===== src/sv/touch_burst_qualifier_assert.svh =====
// assertion macros for the touch burst qualifier
`ifndef TOUCH_BURST_QUALIFIER_ASSERT_SVH
`define TOUCH_BURST_QUALIFIER_ASSERT_SVH

// same-cycle implication, checked out of reset
`define TBQ_ASSERT_IMP(label, ante, cons, msg) \
  label: assert property (@(posedge clk) disable iff (!rst_n) (ante) |-> (cons)) \
    else $error(msg);

// next-cycle implication, checked out of reset
`define TBQ_ASSERT_NXT(label, ante, cons, msg) \
  label: assert property (@(posedge clk) disable iff (!rst_n) (ante) |=> (cons)) \
    else $error(msg);

`endif


===== src/sv/tbq_pkg.sv =====
package tbq_pkg;

  // burst and window geometry
  localparam int BURST_LEN    = 50;
  localparam int WINDOW_START = 30;
  localparam int WINDOW_LEN   = 15;

  // field widths
  localparam int SAMPLE_W = 8;
  localparam int COORD_W  = 10;
  localparam int GAIN_W   = 16;
  localparam int MARGIN_W = 8;

  // burst counter and window index
  localparam int CNT_W  = (BURST_LEN > 1) ? $clog2(BURST_LEN) : 1;
  localparam int WIN_IW = (WINDOW_LEN > 1) ? $clog2(WINDOW_LEN) : 1;

  // window sum and reciprocal for the average
  localparam int LEN_W  = $clog2(WINDOW_LEN + 1);
  localparam int SUM_W  = SAMPLE_W + LEN_W;
  localparam int AVG_SH = SUM_W + LEN_W;
  localparam int AVG_K  = ((1 << AVG_SH) + WINDOW_LEN - 1) / WINDOW_LEN;
  localparam int AVG_KW = AVG_SH + 1;
  localparam int AVG_PW = SUM_W + AVG_KW;

  // gain product and divide by 10000
  localparam int PROD_W   = SAMPLE_W + GAIN_W;
  localparam int GAIN_DIV = 10000;
  localparam int DIV_W    = $clog2(GAIN_DIV + 1);
  localparam int QUO_W    = PROD_W - DIV_W + 1;

  // 10000 = 16 * 625: shift out the power of two, then reciprocal multiply for 625
  localparam int DIV_PRE = 4;
  localparam int DIV_ODD = GAIN_DIV >> DIV_PRE;
  localparam int PRE_W   = PROD_W - DIV_PRE;
  localparam int REC_SH  = PRE_W + $clog2(DIV_ODD);
  localparam int REC_K   = ((1 << REC_SH) + DIV_ODD - 1) / DIV_ODD;
  localparam int REC_W   = REC_SH - $clog2(DIV_ODD) + 1;
  localparam int REC_PW  = PRE_W + REC_W;

  // sequencer step counter
  localparam int STEP_W = $clog2(WINDOW_LEN + 1);

  // stream widths
  localparam int IN_DW  = 2 * SAMPLE_W;
  localparam int OUT_FW = 3 + 4 * COORD_W;
  localparam int OUT_DW = ((OUT_FW + 7) / 8) * 8;

  // configuration port
  localparam int CFG_AW = 3;
  localparam int CFG_DW = 16;

  typedef logic [CFG_AW-1:0] cfg_idx_t;

  localparam cfg_idx_t REG_MARGIN = 3'd0;
  localparam cfg_idx_t REG_X_REF  = 3'd1;
  localparam cfg_idx_t REG_Y_REF  = 3'd2;
  localparam cfg_idx_t REG_X_GAIN = 3'd3;
  localparam cfg_idx_t REG_Y_GAIN = 3'd4;
  localparam cfg_idx_t REG_X_LIM  = 3'd5;
  localparam cfg_idx_t REG_Y_LIM  = 3'd6;

  // register reset values
  localparam logic [MARGIN_W-1:0] RST_MARGIN = 8'd15;
  localparam logic [SAMPLE_W-1:0] RST_X_REF  = 8'd244;
  localparam logic [SAMPLE_W-1:0] RST_Y_REF  = 8'd231;
  localparam logic [GAIN_W-1:0]   RST_X_GAIN = 16'd22641;
  localparam logic [GAIN_W-1:0]   RST_Y_GAIN = 16'd13203;
  localparam logic [COORD_W-1:0]  RST_X_LIM  = 10'd479;
  localparam logic [COORD_W-1:0]  RST_Y_LIM  = 10'd271;

  // controller to datapath commands
  typedef struct packed {
    logic              step;
    logic              scan;
    logic [STEP_W-1:0] idx;
    logic              calc_avg;
    logic              calc_mul;
    logic              div_step;
    logic              commit;
    logic              load_out;
  } cmd_t;

  // datapath to controller status
  typedef struct packed {
    logic burst_end;
  } status_t;

  // one result word
  typedef struct packed {
    logic               press_accepted;
    logic               is_pressed;
    logic               release_seen;
    logic [COORD_W-1:0] press_x;
    logic [COORD_W-1:0] press_y;
    logic [COORD_W-1:0] release_x;
    logic [COORD_W-1:0] release_y;
  } out_word_t;

endpackage


===== src/sv/tbq_div.sv =====
module tbq_div (
  input  logic                       clk,
  input  logic                       load,
  input  logic                       step,
  input  logic [tbq_pkg::PROD_W-1:0] dividend,
  output logic [tbq_pkg::QUO_W-1:0]  quo
);

  logic [tbq_pkg::PRE_W-1:0]  prod_r;
  logic [tbq_pkg::QUO_W-1:0]  quo_r;
  logic [tbq_pkg::REC_PW-1:0] rec_p;

  // reciprocal multiply for the odd part of the divisor
  assign rec_p = tbq_pkg::REC_PW'(prod_r) * tbq_pkg::REC_PW'(tbq_pkg::REC_K);

  // product latched with the power of two shifted out, quotient registered on step
  always_ff @(posedge clk) begin
    if (load) begin
      prod_r <= dividend[tbq_pkg::PROD_W-1:tbq_pkg::DIV_PRE];
    end
    if (step) begin
      quo_r <= rec_p[tbq_pkg::REC_SH +: tbq_pkg::QUO_W];
    end
  end

  assign quo = quo_r;

endmodule


===== src/sv/tbq_dp.sv =====
module tbq_dp (
  input  logic                          clk,
  input  logic                          rst_n,
  input  logic                          cfg_valid,
  input  logic [tbq_pkg::CFG_AW-1:0]    cfg_addr,
  input  logic [tbq_pkg::CFG_DW-1:0]    cfg_data,
  input  logic                          touched,
  input  logic [tbq_pkg::SAMPLE_W-1:0]  sample_x,
  input  logic [tbq_pkg::SAMPLE_W-1:0]  sample_y,
  input  tbq_pkg::cmd_t                 cmd,
  output tbq_pkg::status_t              status,
  output tbq_pkg::out_word_t            out_word
);

  // configuration registers
  logic [tbq_pkg::MARGIN_W-1:0] margin_r;
  logic [tbq_pkg::SAMPLE_W-1:0] x_ref_r, y_ref_r;
  logic [tbq_pkg::GAIN_W-1:0]   x_gain_r, y_gain_r;
  logic [tbq_pkg::COORD_W-1:0]  x_lim_r, y_lim_r;

  // filter state
  logic [tbq_pkg::CNT_W-1:0]    count_r;
  logic [tbq_pkg::SAMPLE_W-1:0] win_x_r [tbq_pkg::WINDOW_LEN];
  logic [tbq_pkg::SAMPLE_W-1:0] win_y_r [tbq_pkg::WINDOW_LEN];
  logic                         pressed_r, released_r, accepted_r;
  logic [tbq_pkg::COORD_W-1:0]  down_x_r, down_y_r, up_x_r, up_y_r;

  // burst-end working registers
  logic [tbq_pkg::SUM_W-1:0]    sum_x_r, sum_y_r;
  logic [tbq_pkg::SAMPLE_W-1:0] min_x_r, max_x_r, min_y_r, max_y_r;
  logic [tbq_pkg::SAMPLE_W-1:0] avg_x_r, avg_y_r;
  logic                         stable_r;
  tbq_pkg::out_word_t           out_r;

  logic                         take;
  logic                         in_win;
  logic [tbq_pkg::WIN_IW-1:0]   wr_idx;
  logic [tbq_pkg::CNT_W-1:0]    count_inc;
  logic [tbq_pkg::WIN_IW-1:0]   rd_idx;
  logic [tbq_pkg::SAMPLE_W-1:0] rd_x, rd_y;
  logic [tbq_pkg::AVG_PW-1:0]   avg_px, avg_py;
  logic [tbq_pkg::SAMPLE_W-1:0] dist_x, dist_y;
  logic [tbq_pkg::PROD_W-1:0]   prod_x, prod_y;
  logic [tbq_pkg::QUO_W-1:0]    quo_x, quo_y;
  logic [tbq_pkg::COORD_W-1:0]  sat_x, sat_y;

  // sample acceptance and window slot
  always_comb begin
    int off;
    int inc;
    off       = int'(count_r) - tbq_pkg::WINDOW_START;
    inc       = int'(count_r) + 1;
    take      = touched && (int'(count_r) < tbq_pkg::BURST_LEN);
    in_win    = (off >= 0) && (off < tbq_pkg::WINDOW_LEN);
    wr_idx    = off[tbq_pkg::WIN_IW-1:0];
    count_inc = (inc >= tbq_pkg::BURST_LEN) ? '0 : inc[tbq_pkg::CNT_W-1:0];
  end

  assign status.burst_end = take && (int'(count_r) == tbq_pkg::BURST_LEN - 1);

  // window read for the scan
  assign rd_idx = cmd.idx[tbq_pkg::WIN_IW-1:0];
  assign rd_x   = win_x_r[rd_idx];
  assign rd_y   = win_y_r[rd_idx];

  // average by reciprocal multiply
  assign avg_px = tbq_pkg::AVG_PW'(sum_x_r) * tbq_pkg::AVG_PW'(tbq_pkg::AVG_K);
  assign avg_py = tbq_pkg::AVG_PW'(sum_y_r) * tbq_pkg::AVG_PW'(tbq_pkg::AVG_K);

  // distance from reference times gain
  assign dist_x = (x_ref_r >= avg_x_r) ? (x_ref_r - avg_x_r) : (avg_x_r - x_ref_r);
  assign dist_y = (y_ref_r >= avg_y_r) ? (y_ref_r - avg_y_r) : (avg_y_r - y_ref_r);
  assign prod_x = tbq_pkg::PROD_W'(dist_x) * tbq_pkg::PROD_W'(x_gain_r);
  assign prod_y = tbq_pkg::PROD_W'(dist_y) * tbq_pkg::PROD_W'(y_gain_r);

  tbq_div u_div_x (
    .clk      (clk),
    .load     (cmd.calc_mul),
    .step     (cmd.div_step),
    .dividend (prod_x),
    .quo      (quo_x)
  );

  tbq_div u_div_y (
    .clk      (clk),
    .load     (cmd.calc_mul),
    .step     (cmd.div_step),
    .dividend (prod_y),
    .quo      (quo_y)
  );

  // clamp at the screen limits
  assign sat_x = (tbq_pkg::QUO_W'(x_lim_r) < quo_x) ? x_lim_r : tbq_pkg::COORD_W'(quo_x);
  assign sat_y = (tbq_pkg::QUO_W'(y_lim_r) < quo_y) ? y_lim_r : tbq_pkg::COORD_W'(quo_y);

  // configuration writes
  always_ff @(posedge clk) begin
    if (!rst_n) begin
      margin_r <= tbq_pkg::RST_MARGIN;
      x_ref_r  <= tbq_pkg::RST_X_REF;
      y_ref_r  <= tbq_pkg::RST_Y_REF;
      x_gain_r <= tbq_pkg::RST_X_GAIN;
      y_gain_r <= tbq_pkg::RST_Y_GAIN;
      x_lim_r  <= tbq_pkg::RST_X_LIM;
      y_lim_r  <= tbq_pkg::RST_Y_LIM;
    end else if (cfg_valid) begin
      case (cfg_addr)
        tbq_pkg::REG_MARGIN: margin_r <= cfg_data[tbq_pkg::MARGIN_W-1:0];
        tbq_pkg::REG_X_REF:  x_ref_r  <= cfg_data[tbq_pkg::SAMPLE_W-1:0];
        tbq_pkg::REG_Y_REF:  y_ref_r  <= cfg_data[tbq_pkg::SAMPLE_W-1:0];
        tbq_pkg::REG_X_GAIN: x_gain_r <= cfg_data[tbq_pkg::GAIN_W-1:0];
        tbq_pkg::REG_Y_GAIN: y_gain_r <= cfg_data[tbq_pkg::GAIN_W-1:0];
        tbq_pkg::REG_X_LIM:  x_lim_r  <= cfg_data[tbq_pkg::COORD_W-1:0];
        tbq_pkg::REG_Y_LIM:  y_lim_r  <= cfg_data[tbq_pkg::COORD_W-1:0];
        default: ;
      endcase
    end
  end

  // poll update, release and press commit
  always_ff @(posedge clk) begin
    if (!rst_n) begin
      count_r    <= '0;
      pressed_r  <= 1'b0;
      released_r <= 1'b0;
      accepted_r <= 1'b0;
      down_x_r   <= '0;
      down_y_r   <= '0;
      up_x_r     <= '0;
      up_y_r     <= '0;
      for (int i = 0; i < tbq_pkg::WINDOW_LEN; i++) begin
        win_x_r[i] <= '0;
        win_y_r[i] <= '0;
      end
    end else if (cmd.step) begin
      accepted_r <= 1'b0;
      if (take) begin
        count_r <= count_inc;
        if (in_win) begin
          win_x_r[wr_idx] <= sample_x;
          win_y_r[wr_idx] <= sample_y;
        end
      end else if (pressed_r) begin
        pressed_r  <= 1'b0;
        released_r <= 1'b1;
        up_x_r     <= down_x_r;
        up_y_r     <= down_y_r;
        down_x_r   <= '0;
        down_y_r   <= '0;
        for (int i = 0; i < tbq_pkg::WINDOW_LEN; i++) begin
          win_x_r[i] <= '0;
          win_y_r[i] <= '0;
        end
      end
    end else if (cmd.commit && stable_r) begin
      accepted_r <= 1'b1;
      pressed_r  <= 1'b1;
      down_x_r   <= sat_x;
      down_y_r   <= sat_y;
      up_x_r     <= '0;
      up_y_r     <= '0;
    end
  end

  // window scan, average and stability
  always_ff @(posedge clk) begin
    if (cmd.scan) begin
      if (cmd.idx == '0) begin
        sum_x_r <= tbq_pkg::SUM_W'(rd_x);
        sum_y_r <= tbq_pkg::SUM_W'(rd_y);
        min_x_r <= rd_x;
        max_x_r <= rd_x;
        min_y_r <= rd_y;
        max_y_r <= rd_y;
      end else begin
        sum_x_r <= sum_x_r + tbq_pkg::SUM_W'(rd_x);
        sum_y_r <= sum_y_r + tbq_pkg::SUM_W'(rd_y);
        if (rd_x < min_x_r) min_x_r <= rd_x;
        if (rd_x > max_x_r) max_x_r <= rd_x;
        if (rd_y < min_y_r) min_y_r <= rd_y;
        if (rd_y > max_y_r) max_y_r <= rd_y;
      end
    end
    if (cmd.calc_avg) begin
      avg_x_r  <= avg_px[tbq_pkg::AVG_SH +: tbq_pkg::SAMPLE_W];
      avg_y_r  <= avg_py[tbq_pkg::AVG_SH +: tbq_pkg::SAMPLE_W];
      stable_r <= ((max_x_r - min_x_r) < margin_r) && ((max_y_r - min_y_r) < margin_r);
    end
  end

  // result register
  always_ff @(posedge clk) begin
    if (cmd.load_out) begin
      out_r.press_accepted <= accepted_r;
      out_r.is_pressed     <= pressed_r;
      out_r.release_seen   <= released_r;
      out_r.press_x        <= down_x_r;
      out_r.press_y        <= down_y_r;
      out_r.release_x      <= up_x_r;
      out_r.release_y      <= up_y_r;
    end
  end

  assign out_word = out_r;

endmodule


===== src/sv/tbq_ctrl.sv =====
module tbq_ctrl (
  input  logic              clk,
  input  logic              rst_n,
  input  logic              in_tvalid,
  output logic              in_tready,
  output logic              out_tvalid,
  input  logic              out_tready,
  input  tbq_pkg::status_t  status,
  output tbq_pkg::cmd_t     cmd
);

  typedef enum logic [2:0] {
    ST_IDLE,
    ST_SCAN,
    ST_AVG,
    ST_MUL,
    ST_DIV,
    ST_COMMIT,
    ST_PUSH
  } state_t;

  state_t                     state_r;
  logic [tbq_pkg::STEP_W-1:0] cnt_r;
  logic                       out_valid_r;
  logic                       in_fire;
  logic                       load;

  assign in_tready  = (state_r == ST_IDLE);
  assign in_fire    = in_tvalid && in_tready;
  assign load       = (state_r == ST_PUSH) && (!out_valid_r || out_tready);
  assign out_tvalid = out_valid_r;

  // commands decoded from state
  always_comb begin
    cmd          = '0;
    cmd.step     = in_fire;
    cmd.scan     = (state_r == ST_SCAN);
    cmd.idx      = cnt_r;
    cmd.calc_avg = (state_r == ST_AVG);
    cmd.calc_mul = (state_r == ST_MUL);
    cmd.div_step = (state_r == ST_DIV);
    cmd.commit   = (state_r == ST_COMMIT);
    cmd.load_out = load;
  end

  // sequencer and result valid
  always_ff @(posedge clk) begin
    if (!rst_n) begin
      state_r     <= ST_IDLE;
      cnt_r       <= '0;
      out_valid_r <= 1'b0;
    end else begin
      if (load) begin
        out_valid_r <= 1'b1;
      end else if (out_valid_r && out_tready) begin
        out_valid_r <= 1'b0;
      end
      case (state_r)
        ST_IDLE: begin
          cnt_r <= '0;
          if (in_fire) begin
            state_r <= status.burst_end ? ST_SCAN : ST_PUSH;
          end
        end
        ST_SCAN: begin
          if (cnt_r == tbq_pkg::STEP_W'(tbq_pkg::WINDOW_LEN - 1)) begin
            cnt_r   <= '0;
            state_r <= ST_AVG;
          end else begin
            cnt_r <= cnt_r + 1'b1;
          end
        end
        ST_AVG: begin
          state_r <= ST_MUL;
        end
        ST_MUL: begin
          cnt_r   <= '0;
          state_r <= ST_DIV;
        end
        ST_DIV: begin
          state_r <= ST_COMMIT;
        end
        ST_COMMIT: begin
          state_r <= ST_PUSH;
        end
        ST_PUSH: begin
          if (load) begin
            state_r <= ST_IDLE;
          end
        end
        default: begin
          state_r <= ST_IDLE;
        end
      endcase
    end
  end

endmodule


===== src/sv/touch_burst_qualifier.sv =====
// Touch burst qualifier: takes one poll word per handshake (touch flag on in_tuser, raw X and
// Y samples on in_tdata) and returns exactly one result word per poll with the press/release
// flags and the screen coordinates. An ordinary poll goes straight to the output load; the
// poll that closes a burst first runs the window scan, which reads one stored entry per cycle,
// then the average, the gain product, the divide by 10000 (a shift and a reciprocal multiply),
// the commit and the output load, which waits until the output register is free.
// The input is taken again as soon as the result is placed in the output register, even if
// the previous word there has been handed over in the same cycle. Configuration writes are
// always ready and should only be issued while no poll is in flight.
`include "touch_burst_qualifier_assert.svh"

module touch_burst_qualifier (
  input  logic                         clk,
  input  logic                         rst_n,
  // in_tdata: sample_x, sample_y
  input  logic                         in_tvalid,
  output logic                         in_tready,
  input  logic [tbq_pkg::IN_DW-1:0]    in_tdata,
  // in_tuser: touched
  input  logic                         in_tuser,
  // out_tdata: press_accepted, is_pressed, release_seen, press_x, press_y,
  // release_x, release_y, zero fill
  output logic                         out_tvalid,
  input  logic                         out_tready,
  output logic [tbq_pkg::OUT_DW-1:0]   out_tdata,
  input  logic                         cfg_valid,
  output logic                         cfg_ready,
  input  logic [tbq_pkg::CFG_AW-1:0]   cfg_addr,
  input  logic [tbq_pkg::CFG_DW-1:0]   cfg_data
);

  tbq_pkg::cmd_t      cmd;
  tbq_pkg::status_t   status;
  tbq_pkg::out_word_t out_word;

  assign cfg_ready = 1'b1;

  tbq_ctrl u_ctrl (
    .clk        (clk),
    .rst_n      (rst_n),
    .in_tvalid  (in_tvalid),
    .in_tready  (in_tready),
    .out_tvalid (out_tvalid),
    .out_tready (out_tready),
    .status     (status),
    .cmd        (cmd)
  );

  tbq_dp u_dp (
    .clk       (clk),
    .rst_n     (rst_n),
    .cfg_valid (cfg_valid),
    .cfg_addr  (cfg_addr),
    .cfg_data  (cfg_data),
    .touched   (in_tuser),
    .sample_x  (in_tdata[tbq_pkg::SAMPLE_W-1:0]),
    .sample_y  (in_tdata[2*tbq_pkg::SAMPLE_W-1:tbq_pkg::SAMPLE_W]),
    .cmd       (cmd),
    .status    (status),
    .out_word  (out_word)
  );

  // result word packed from the lowest bit up
  assign out_tdata = tbq_pkg::OUT_DW'({out_word.release_y, out_word.release_x,
                                       out_word.press_y, out_word.press_x,
                                       out_word.release_seen, out_word.is_pressed,
                                       out_word.press_accepted});

  `TBQ_ASSERT_NXT(a_busy_after_poll, in_tvalid && in_tready, !in_tready, "poll accepted twice in a row")
  `TBQ_ASSERT_IMP(a_accept_sets_press, out_tvalid && out_word.press_accepted, out_word.is_pressed, "accepted press without pressed flag")
  `TBQ_ASSERT_IMP(a_pressed_no_release, out_tvalid && out_word.is_pressed, (out_word.release_x == '0) && (out_word.release_y == '0), "release coordinates kept while pressed")
  `TBQ_ASSERT_IMP(a_idle_no_press, out_tvalid && !out_word.is_pressed, (out_word.press_x == '0) && (out_word.press_y == '0), "press coordinates kept while not pressed")

endmodule

===== config.mk =====
export PLATFORM = sky130hd
export DESIGN_NAME = touch_burst_qualifier
export DESIGN_NICKNAME = d
export VERILOG_FILES = /design/src/sv/tbq_pkg.sv /design/src/sv/tbq_div.sv /design/src/sv/tbq_dp.sv /design/src/sv/tbq_ctrl.sv /design/src/sv/touch_burst_qualifier.sv
export VERILOG_INCLUDE_DIRS = /design/src /design/src/sv
export SDC_FILE = /design/constraint.sdc
export NUM_CORES = 2
export LEC_CHECK = 0
export ABC_AREA = 1
export BUFFER_PORTS_ARGS = -buffer_cell sky130_fd_sc_hd__buf_4
export CAP_MARGIN = 20
export CORE_MARGIN = 2
export CORE_UTILIZATION = 50
export CTS_CLUSTER_DIAMETER = 60
export DETAILED_ROUTE_END_ITERATION = 6
export PLACE_DENSITY_LB_ADDON = 0.05
export SETUP_SLACK_MARGIN = 0.3
export SKIP_CTS_REPAIR_TIMING = 1
export SLEW_MARGIN = 10
export SYNTH_ARGS = -nofsm -noshare
export SYNTH_HDL_FRONTEND = slang
export SYNTH_SLANG_ARGS = --single-unit

===== constraint.sdc =====
create_clock -name clk -period 15.3 [get_ports clk]
set_clock_uncertainty 0.05 [all_clocks]
set_input_delay 3.06 -clock clk [delete_from_list [all_inputs] [get_ports clk]]
set_output_delay 3.06 -clock clk [all_outputs]
set_load 0.005 [all_outputs]

Word-level counts from Yosys, hierarchy flattened
Memory sizes are Yosys's and may differ from the RTL's. A register that Yosys moved wholly into a read port is not among the register bits.
Cells that the tools add are included.
W data, S select, Z words.
{"block": "word_totals", "regBits": 311, "latch_bits": 0, "ramBits": 240, "romBits": 0, "in_bits": 41, "out_inout_bits": 51, "mem_count": 2}
{"name": "u_dp.win_x_r", "depth": 15, "word_bits": 8, "read_ports": 1, "rd_clocked_by_memory_dff": 1, "wr": 15, "line_no": "tbq_dp.sv:23", "text": "logic [tbq_pkg::SAMPLE_W-1:0] win_x_r [tbq_pkg::WINDOW_LEN];"}
{"name": "u_dp.win_y_r", "depth": 15, "word_bits": 8, "read_ports": 1, "rd_clocked_by_memory_dff": 1, "wr": 15, "line_no": "tbq_dp.sv:24", "text": "logic [tbq_pkg::SAMPLE_W-1:0] win_y_r [tbq_pkg::WINDOW_LEN];"}
{"block": "op_classes", "add_sub_neg": 11, "n_mul": 6, "div": 0, "order_cmp": 14, "eq_ne": 19, "n_shift": 0, "mux": 91, "bitwise": 32, "n_reduce_logical": 40}
{"operator": "$mux W8", "count": 44}
{"operator": "$mux W10", "count": 15}
{"operator": "$mul A20 B21 Y41 const B", "count": 2}
{"operator": "$mul A8 B16 Y24", "count": 2}
{"operator": "$sub A8 B8 Y8", "count": 6}
{"operator": "$mul A12 B12 Y23 const B", "count": 2}
{"operator": "$ge A32 B1 Y1 const B", "count": 1}
{"operator": "$ge A32 B7 Y1 const B", "count": 1}
{"operator": "$lt A32 B5 Y1 const B", "count": 1}
{"operator": "$lt A8 B8 Y1", "count": 4}
{"operator": "$or A1 B1 Y1", "count": 30}
{"operator": "$mux W4", "count": 7}
{"operator": "$reduce_and A2 Y1", "count": 13}
{"operator": "$add A12 B8 Y12", "count": 2}
{"operator": "$lt A10 B11 Y1", "count": 2}
{"operator": "$pmux W3 S7", "count": 1}
{"operator": "$eq A3 B3 Y1 const B", "count": 6}
{"operator": "$mux W1", "count": 18}
{"operator": "$ge A8 B8 Y1", "count": 2}
{"operator": "$gt A8 B8 Y1", "count": 2}
{"operator": "$reduce_or A8 Y1", "count": 2}
{"operator": "$reduce_bool A2 Y1", "count": 7}
{"operator": "$eq A3 B2 Y1 const B", "count": 4}
{"operator": "$mux W3", "count": 4}
{"operator": "19 further kinds", "count": 35}

Logic depth before layout (Yosys ltp)
{"block": "logic_depth", "depth_word": 10, "mapped_depth": 33, "ltp_nobuf": 33}

Cells and area by module
From an unflattened synthesis, not the netlist that was laid out.
{"block": "unflattened", "cells_unflattened": 6192, "hier_area_um2": 54165.7}
{"module": "tbq_dp", "n_inst": 1, "cells_per_inst": 3865, "area_per_inst_um2": 34618.2, "seq_area_each_um2": 13673.1}
{"module": "tbq_div at u_dp.u_div_y", "n_inst": 1, "cells_per_inst": 1129, "area_per_inst_um2": 9572.9, "seq_area_each_um2": 930.9}
{"module": "tbq_div at u_dp.u_div_x", "n_inst": 1, "cells_per_inst": 1108, "area_per_inst_um2": 9395.3, "seq_area_each_um2": 930.9}
{"module": "tbq_ctrl", "n_inst": 1, "cells_per_inst": 82, "area_per_inst_um2": 526.8, "seq_area_each_um2": 160.2}
{"module": "touch_burst_qualifier", "n_inst": 1, "cells_per_inst": 8, "area_per_inst_um2": 52.6, "seq_area_each_um2": 0.0}

Worst setup path after synthesis
No wires, ideal clock.
{"block": "synth_timing", "path_kind": "input to register", "start": "input out_tready", "end": "register u_dp.out_r, in the netlist u_dp.out_word[0] (enable)", "setup_ns": 0.497, "arrival_ns": 6.050, "setup_slack_ns": 8.703, "cell_stages": 2, "n_path_buf": 0, "cell_sequence": "nor2_1 nor3_1"}
{"item": "from (decl)", "line_no": "touch_burst_qualifier.sv:24", "text": "input logic out_tready,"}
{"item": "to (decl)", "line_no": "tbq_dp.sv:33", "text": "tbq_pkg::out_word_t out_r;"}

Worst setup path in the final report
{"block": "layout_timing", "start": "register u_dp.x_ref_r[0] (netlist name)", "end": "register u_dp.u_div_x.prod_r[18] (netlist name) (data pin)"}
{"block": "layout_between", "elab_chain_len": 3, "elab_cells_between_ends": 5, "classes_between": "add/sub: 2; mul: 1; order compare: 1; mux: 1"}
{"item": "from (decl)", "line_no": "tbq_dp.sv:17", "text": "logic [tbq_pkg::SAMPLE_W-1:0] x_ref_r, y_ref_r;"}
{"item": "from (signal assigned)", "line_no": "tbq_dp.sv:100", "text": "x_ref_r <= tbq_pkg::RST_X_REF;"}
{"item": "from (signal assigned)", "line_no": "tbq_dp.sv:109", "text": "tbq_pkg::REG_X_REF: x_ref_r <= cfg_data[tbq_pkg::SAMPLE_W-1:0];"}
{"item": "$sub A8 B8 Y8 / $ge A8 B8 Y1 (equally long branches)", "line_no": "tbq_dp.sv:71", "text": "assign dist_x = (x_ref_r >= avg_x_r) ? (x_ref_r - avg_x_r) : (avg_x_r - x_ref_r);"}
{"item": "$mux W8 (*)", "line_no": "tbq_dp.sv:71"}
{"item": "$mul A8 B16 Y24 (*)", "line_no": "tbq_dp.sv:73", "text": "assign prod_x = tbq_pkg::PROD_W'(dist_x) * tbq_pkg::PROD_W'(x_gain_r);"}
{"item": "named net u_dp.prod_x, one bit", "line_no": "tbq_dp.sv:43", "text": "logic [tbq_pkg::PROD_W-1:0] prod_x, prod_y;"}
{"item": "to (signal assigned)", "line_no": "tbq_div.sv:19", "text": "prod_r <= dividend[tbq_pkg::PROD_W-1:tbq_pkg::DIV_PRE];"}
{"item": "to (decl)", "line_no": "tbq_div.sv:9", "text": "logic [tbq_pkg::PRE_W-1:0] prod_r;"}
Mark *: on every way through the listed nets, which the timed path passes. The rest lies on a longest branch.
A chain may end at the register's enable or synchronous reset.

==> out/results.txt <==
The final number of max-transition violations is 0. In the synthesized netlist the async set-or-reset flop fraction comes to 0%. The class of the tightest hold or removal check was reg -> reg. Synthesis inferred 571 register bits.

The root cell of the clock tree was sky130_fd_sc_hd__clkbuf_16. The worst setup path is captured at a register. Pin count of the biggest net entering global routing: 83. In this run the mean area of a mapped cell was 9.08 µm². For the number of global-route vias before repair, the log shows 39597. Setup repair after global routing left no endpoint under its margin.

For the pin with the worst max-slew slack, the measured transition is 1.09 ns. The combined buffer and inverter count along the critical path came out at 6. The total die area was 0.109 mm². Counting stages on the worst path, the most repeated cell is sky130_fd_sc_hd__inv_1. The footprint of the multi-input gates was 0.0322 mm². The number of H-tree levels came out at 3.

For this run, the total global-route usage over all layers was measured as 26.6%. Total congestion overflow: 0. The post-synthesis cell area is 0.0530 mm², and the worst max-slew margin expressed relative to the limit is 27.3%. After detailed routing, the number of remaining DRC violations is 0. In the synthesized netlist the dominant register cell turns out to be sky130_fd_sc_hd__edfxtp_1. The count of warnings emitted by yosys came out at 0. The library cell used most frequently in the layout, excluding fill and tap cells, is sky130_fd_sc_hd__inv_1. In the final layout, the share of cells above drive strength 1 is 4.77%. The run gives 0.66 ns as the insertion delay to the later sink of the worst-skew pair. In this run, CTS created clock tree buffers numbering 74. The worst hold path begins at u_dp.up_y_r[7]$_SDFFE_PN0P_. The number of vias per cell after detailed routing works out to 5.30. The endpoint identified for the worst register-to-register timing path is u_dp.u_div_x.prod_r[18]$_DFFE_PP_. For the synthesized instance count, the log shows 5838. The initial cell density of the core came out at 50.3%.

The critical-path cell with the highest stage delay was sky130_fd_sc_hd__xor2_2. TritonCTS built the clock tree. The critical-path maximum fanout works out to 13.

For this block, the via count after detailed routing is 38948. The final hold violation count was 0; the count of input and output buffers was 85. Launching element type of the critical path: a register. Of the available clock period, the critical path in the final layout requires 43.1%. For flop-to-flop paths, the worst setup slack is 8.70 ns. The layout has 9816 filler cells. The library cells used most frequently in the layout, excluding fill and tap cells, are 1152 x sky130_fd_sc_hd__inv_1, 759 x sky130_fd_sc_hd__nor2_1, 718 x sky130_fd_sc_hd__ha_1.

After detailed routing, the average wire length per cell comes to 19.3 µm. For the final net count, the log shows 7155. Setup violations remaining at the end of the flow were counted as 0. The clock passes through at most 3 buffers. The final RePlAce weighted congestion is 0.925, and the delay of the slowest cell on the worst path is 0.67 ns. The run gives 571 as the TritonCTS sink count.

The worst hold path was traced through 0 stages. Cell family contributing the most delay on the critical path: adder cells. Across the whole layout, storage elements account for 0.0158 mm². The count of cells in the finished layout, fillers not included, comes to 7348. The startpoint identified for the worst register-to-register timing path is u_dp.x_ref_r[0]$_SDFFE_PN0P_. Static timing analysis puts the maximum clock frequency at 0.152 GHz. Adding up every negative setup slack in the final design gives 0 ns. Compared with the post-synthesis result, the final layout area differs by 8.52%.

Across the run, the number of max-cap violations was 0. For the unique cell type count in the Yosys netlist, the log shows 53. After layout, the minimum clock period comes to 6.60 ns.

After synthesis, the cell types taking the most area are sky130_fd_sc_hd__edfxtp_1 25%, sky130_fd_sc_hd__fa_1 19%, sky130_fd_sc_hd__ha_1 17%. After synthesis, flip-flops and latches occupy 29.8% of the total area. The clock-pin slew on the worst setup and hold paths was 0.05 ns.

Yosys mapped a number of flops with a built-in enable equal to 434. For the total wirelength of the detailed-routed design, the log shows 142000 µm. The count of cells along the worst register-to-register path was 27.

The first TritonRoute pass finished after 7 iterations. I/O pin count: 92. The first global-routing pass estimated 223000 µm of wire. At the worst endpoint, the arrival time is 6.93 ns.

Counting tap cells, the placed design contains a total of 7211 instances. The detailed router finished its first iteration with 2712 violations. Cells fill 54.6% of the core in the end.

The biggest area contributor in the post-synthesis netlist is sky130_fd_sc_hd__edfxtp_1. For the total half-perimeter wirelength after legalization and detailed placement, the log shows 111000 µm. The initialized floorplan defines 119 standard-cell rows. The tools report the worst-case hold path end point as u_dp.out_word[7]$_DFFE_PP_. The count of nets left with antenna violations once routing finished came out at 0.

0 antenna diodes ended up in the layout. The initial antenna violation count is 1, and the required time of the worst setup path is 15.63 ns. In this run the standard cell core region covers 0.105 mm². The flow ran to the end, and the final reports show no timing, DRC or antenna violations. The kind of critical path is reg -> reg. The chip height was 330 µm; the width of the chip was 330 µm. Of the post-synthesis cell area, the dominant cell type holds 24.6%.
[flip-flops by register name, summed over array words and instances, names as in the netlist, 10 cells and up, named ones only]
name	flops
u_dp.down_x_r	10
u_dp.down_y_r	10
u_dp.out_word	43
u_dp.sum_x_r	12
u_dp.sum_y_r	12
u_dp.u_div_x.prod_r	20
u_dp.u_div_x.quo	11
u_dp.u_div_y.prod_r	20
u_dp.u_div_y.quo	11
u_dp.up_x_r	10
u_dp.up_y_r	10
u_dp.win_x_r	128
u_dp.win_y_r	128
u_dp.x_gain_r	16
u_dp.x_lim_r	10
u_dp.y_gain_r	16
u_dp.y_lim_r	10
[worst max path at each step]
stage / start / end / slack [ns] / depth (start not counted)
after detailed placement: u_dp.x_ref_r[0]$_SDFFE_PN0P_ / u_dp.u_div_x.prod_r[11]$_DFFE_PP_ / 8.72 / 29
after global placement: u_dp.x_ref_r[0]$_SDFFE_PN0P_ / u_dp.u_div_x.prod_r[11]$_DFFE_PP_ / 8.25 / 29
final: u_dp.x_ref_r[0]$_SDFFE_PN0P_ / u_dp.u_div_x.prod_r[18]$_DFFE_PP_ / 8.70 / 27
after CTS: u_dp.x_ref_r[0]$_SDFFE_PN0P_ / u_dp.u_div_x.prod_r[11]$_DFFE_PP_ / 8.70 / 29
after global routing: u_dp.x_ref_r[0]$_SDFFE_PN0P_ / u_dp.u_div_x.prod_r[18]$_DFFE_PP_ / 8.24 / 27
after floorplan: out_tready / u_dp.out_word[0]$_DFFE_PP_ / 8.70 / 2
[cell families after synthesis]
kind of cell	after synthesis	share of synthesized area, %
multiplexers	2	0.0378
AO/OA/AOI/OAI	871	9.30
adder cells (fa/ha/maj)	1218	35.8
AND/OR/NAND/NOR	1729	13.4
XOR/XNOR	126	2.08
buffers and inverters	1319	9.59
flip-flops	571	29.8
other	2	0.0142
[cell usage after synthesis, types with 10 or more instances]
cell type,number
sky130_fd_sc_hd__inv_1,1153
sky130_fd_sc_hd__nor2_1,762
sky130_fd_sc_hd__ha_1,718
sky130_fd_sc_hd__nand2_1,683
sky130_fd_sc_hd__fa_1,500
sky130_fd_sc_hd__edfxtp_1,434
sky130_fd_sc_hd__a21oi_1,342
sky130_fd_sc_hd__o21ai_0,318
sky130_fd_sc_hd__nand3_1,168
sky130_fd_sc_hd__dfxtp_1,137
sky130_fd_sc_hd__clkbuf_1,110
sky130_fd_sc_hd__xor2_1,93
sky130_fd_sc_hd__o211ai_1,49
sky130_fd_sc_hd__o221ai_1,49
sky130_fd_sc_hd__xnor2_1,33
sky130_fd_sc_hd__nor3_1,31
sky130_fd_sc_hd__nand4_1,24
sky130_fd_sc_hd__a31oi_1,22
sky130_fd_sc_hd__a21o_1,21
sky130_fd_sc_hd__buf_2,19
sky130_fd_sc_hd__o22ai_1,17
sky130_fd_sc_hd__nor4_1,15
sky130_fd_sc_hd__nand2_4,13
sky130_fd_sc_hd__clkinv_1,12
sky130_fd_sc_hd__o21bai_1,12
sky130_fd_sc_hd__buf_6,10
[per-stage QoR]
stage / hold WS [ns] / area [µm²] / setup slack [ns]
after floorplan: 0.353 / 53100 / 8.70
after global placement: 0.365 / 55000 / 8.25
after detailed placement: 0.365 / 55000 / 8.72
after CTS: 0.380 / 57500 / 8.70
after global routing: 0.389 / 57500 / 8.24
final: 0.378 / 57500 / 8.70
[final cells by class]
cell class              instances  share of cell area, %
multi-input cells            3968                   56.1
clock buffers                  89                   3.44
clock inverters                48                  0.940
repair buffers                111                   1.45
inverters                    1170                   7.64
well taps                    1391                   3.03
flip-flops and latches        571                   27.4
[layer usage]
| layer | part of all wire, % | vias up | track usage, % | wire length [µm] |
|---|---|---|---|---|
| met5 | 0 | - | 0 | 0 |
| met2 | 48 | 851 | 45.2 | 67700 |
| met1 | 46 | 18977 | 36.7 | 64900 |
| met3 | 4.8 | 150 | 3.17 | 6750 |
| met4 | 1.9 | 0 | 5.48 | 2690 |
| li1 | - | 18970 | - | - |
Power is not shown: default switching activity piles up to over one toggle a cycle in this logic, so the estimate is an artifact.
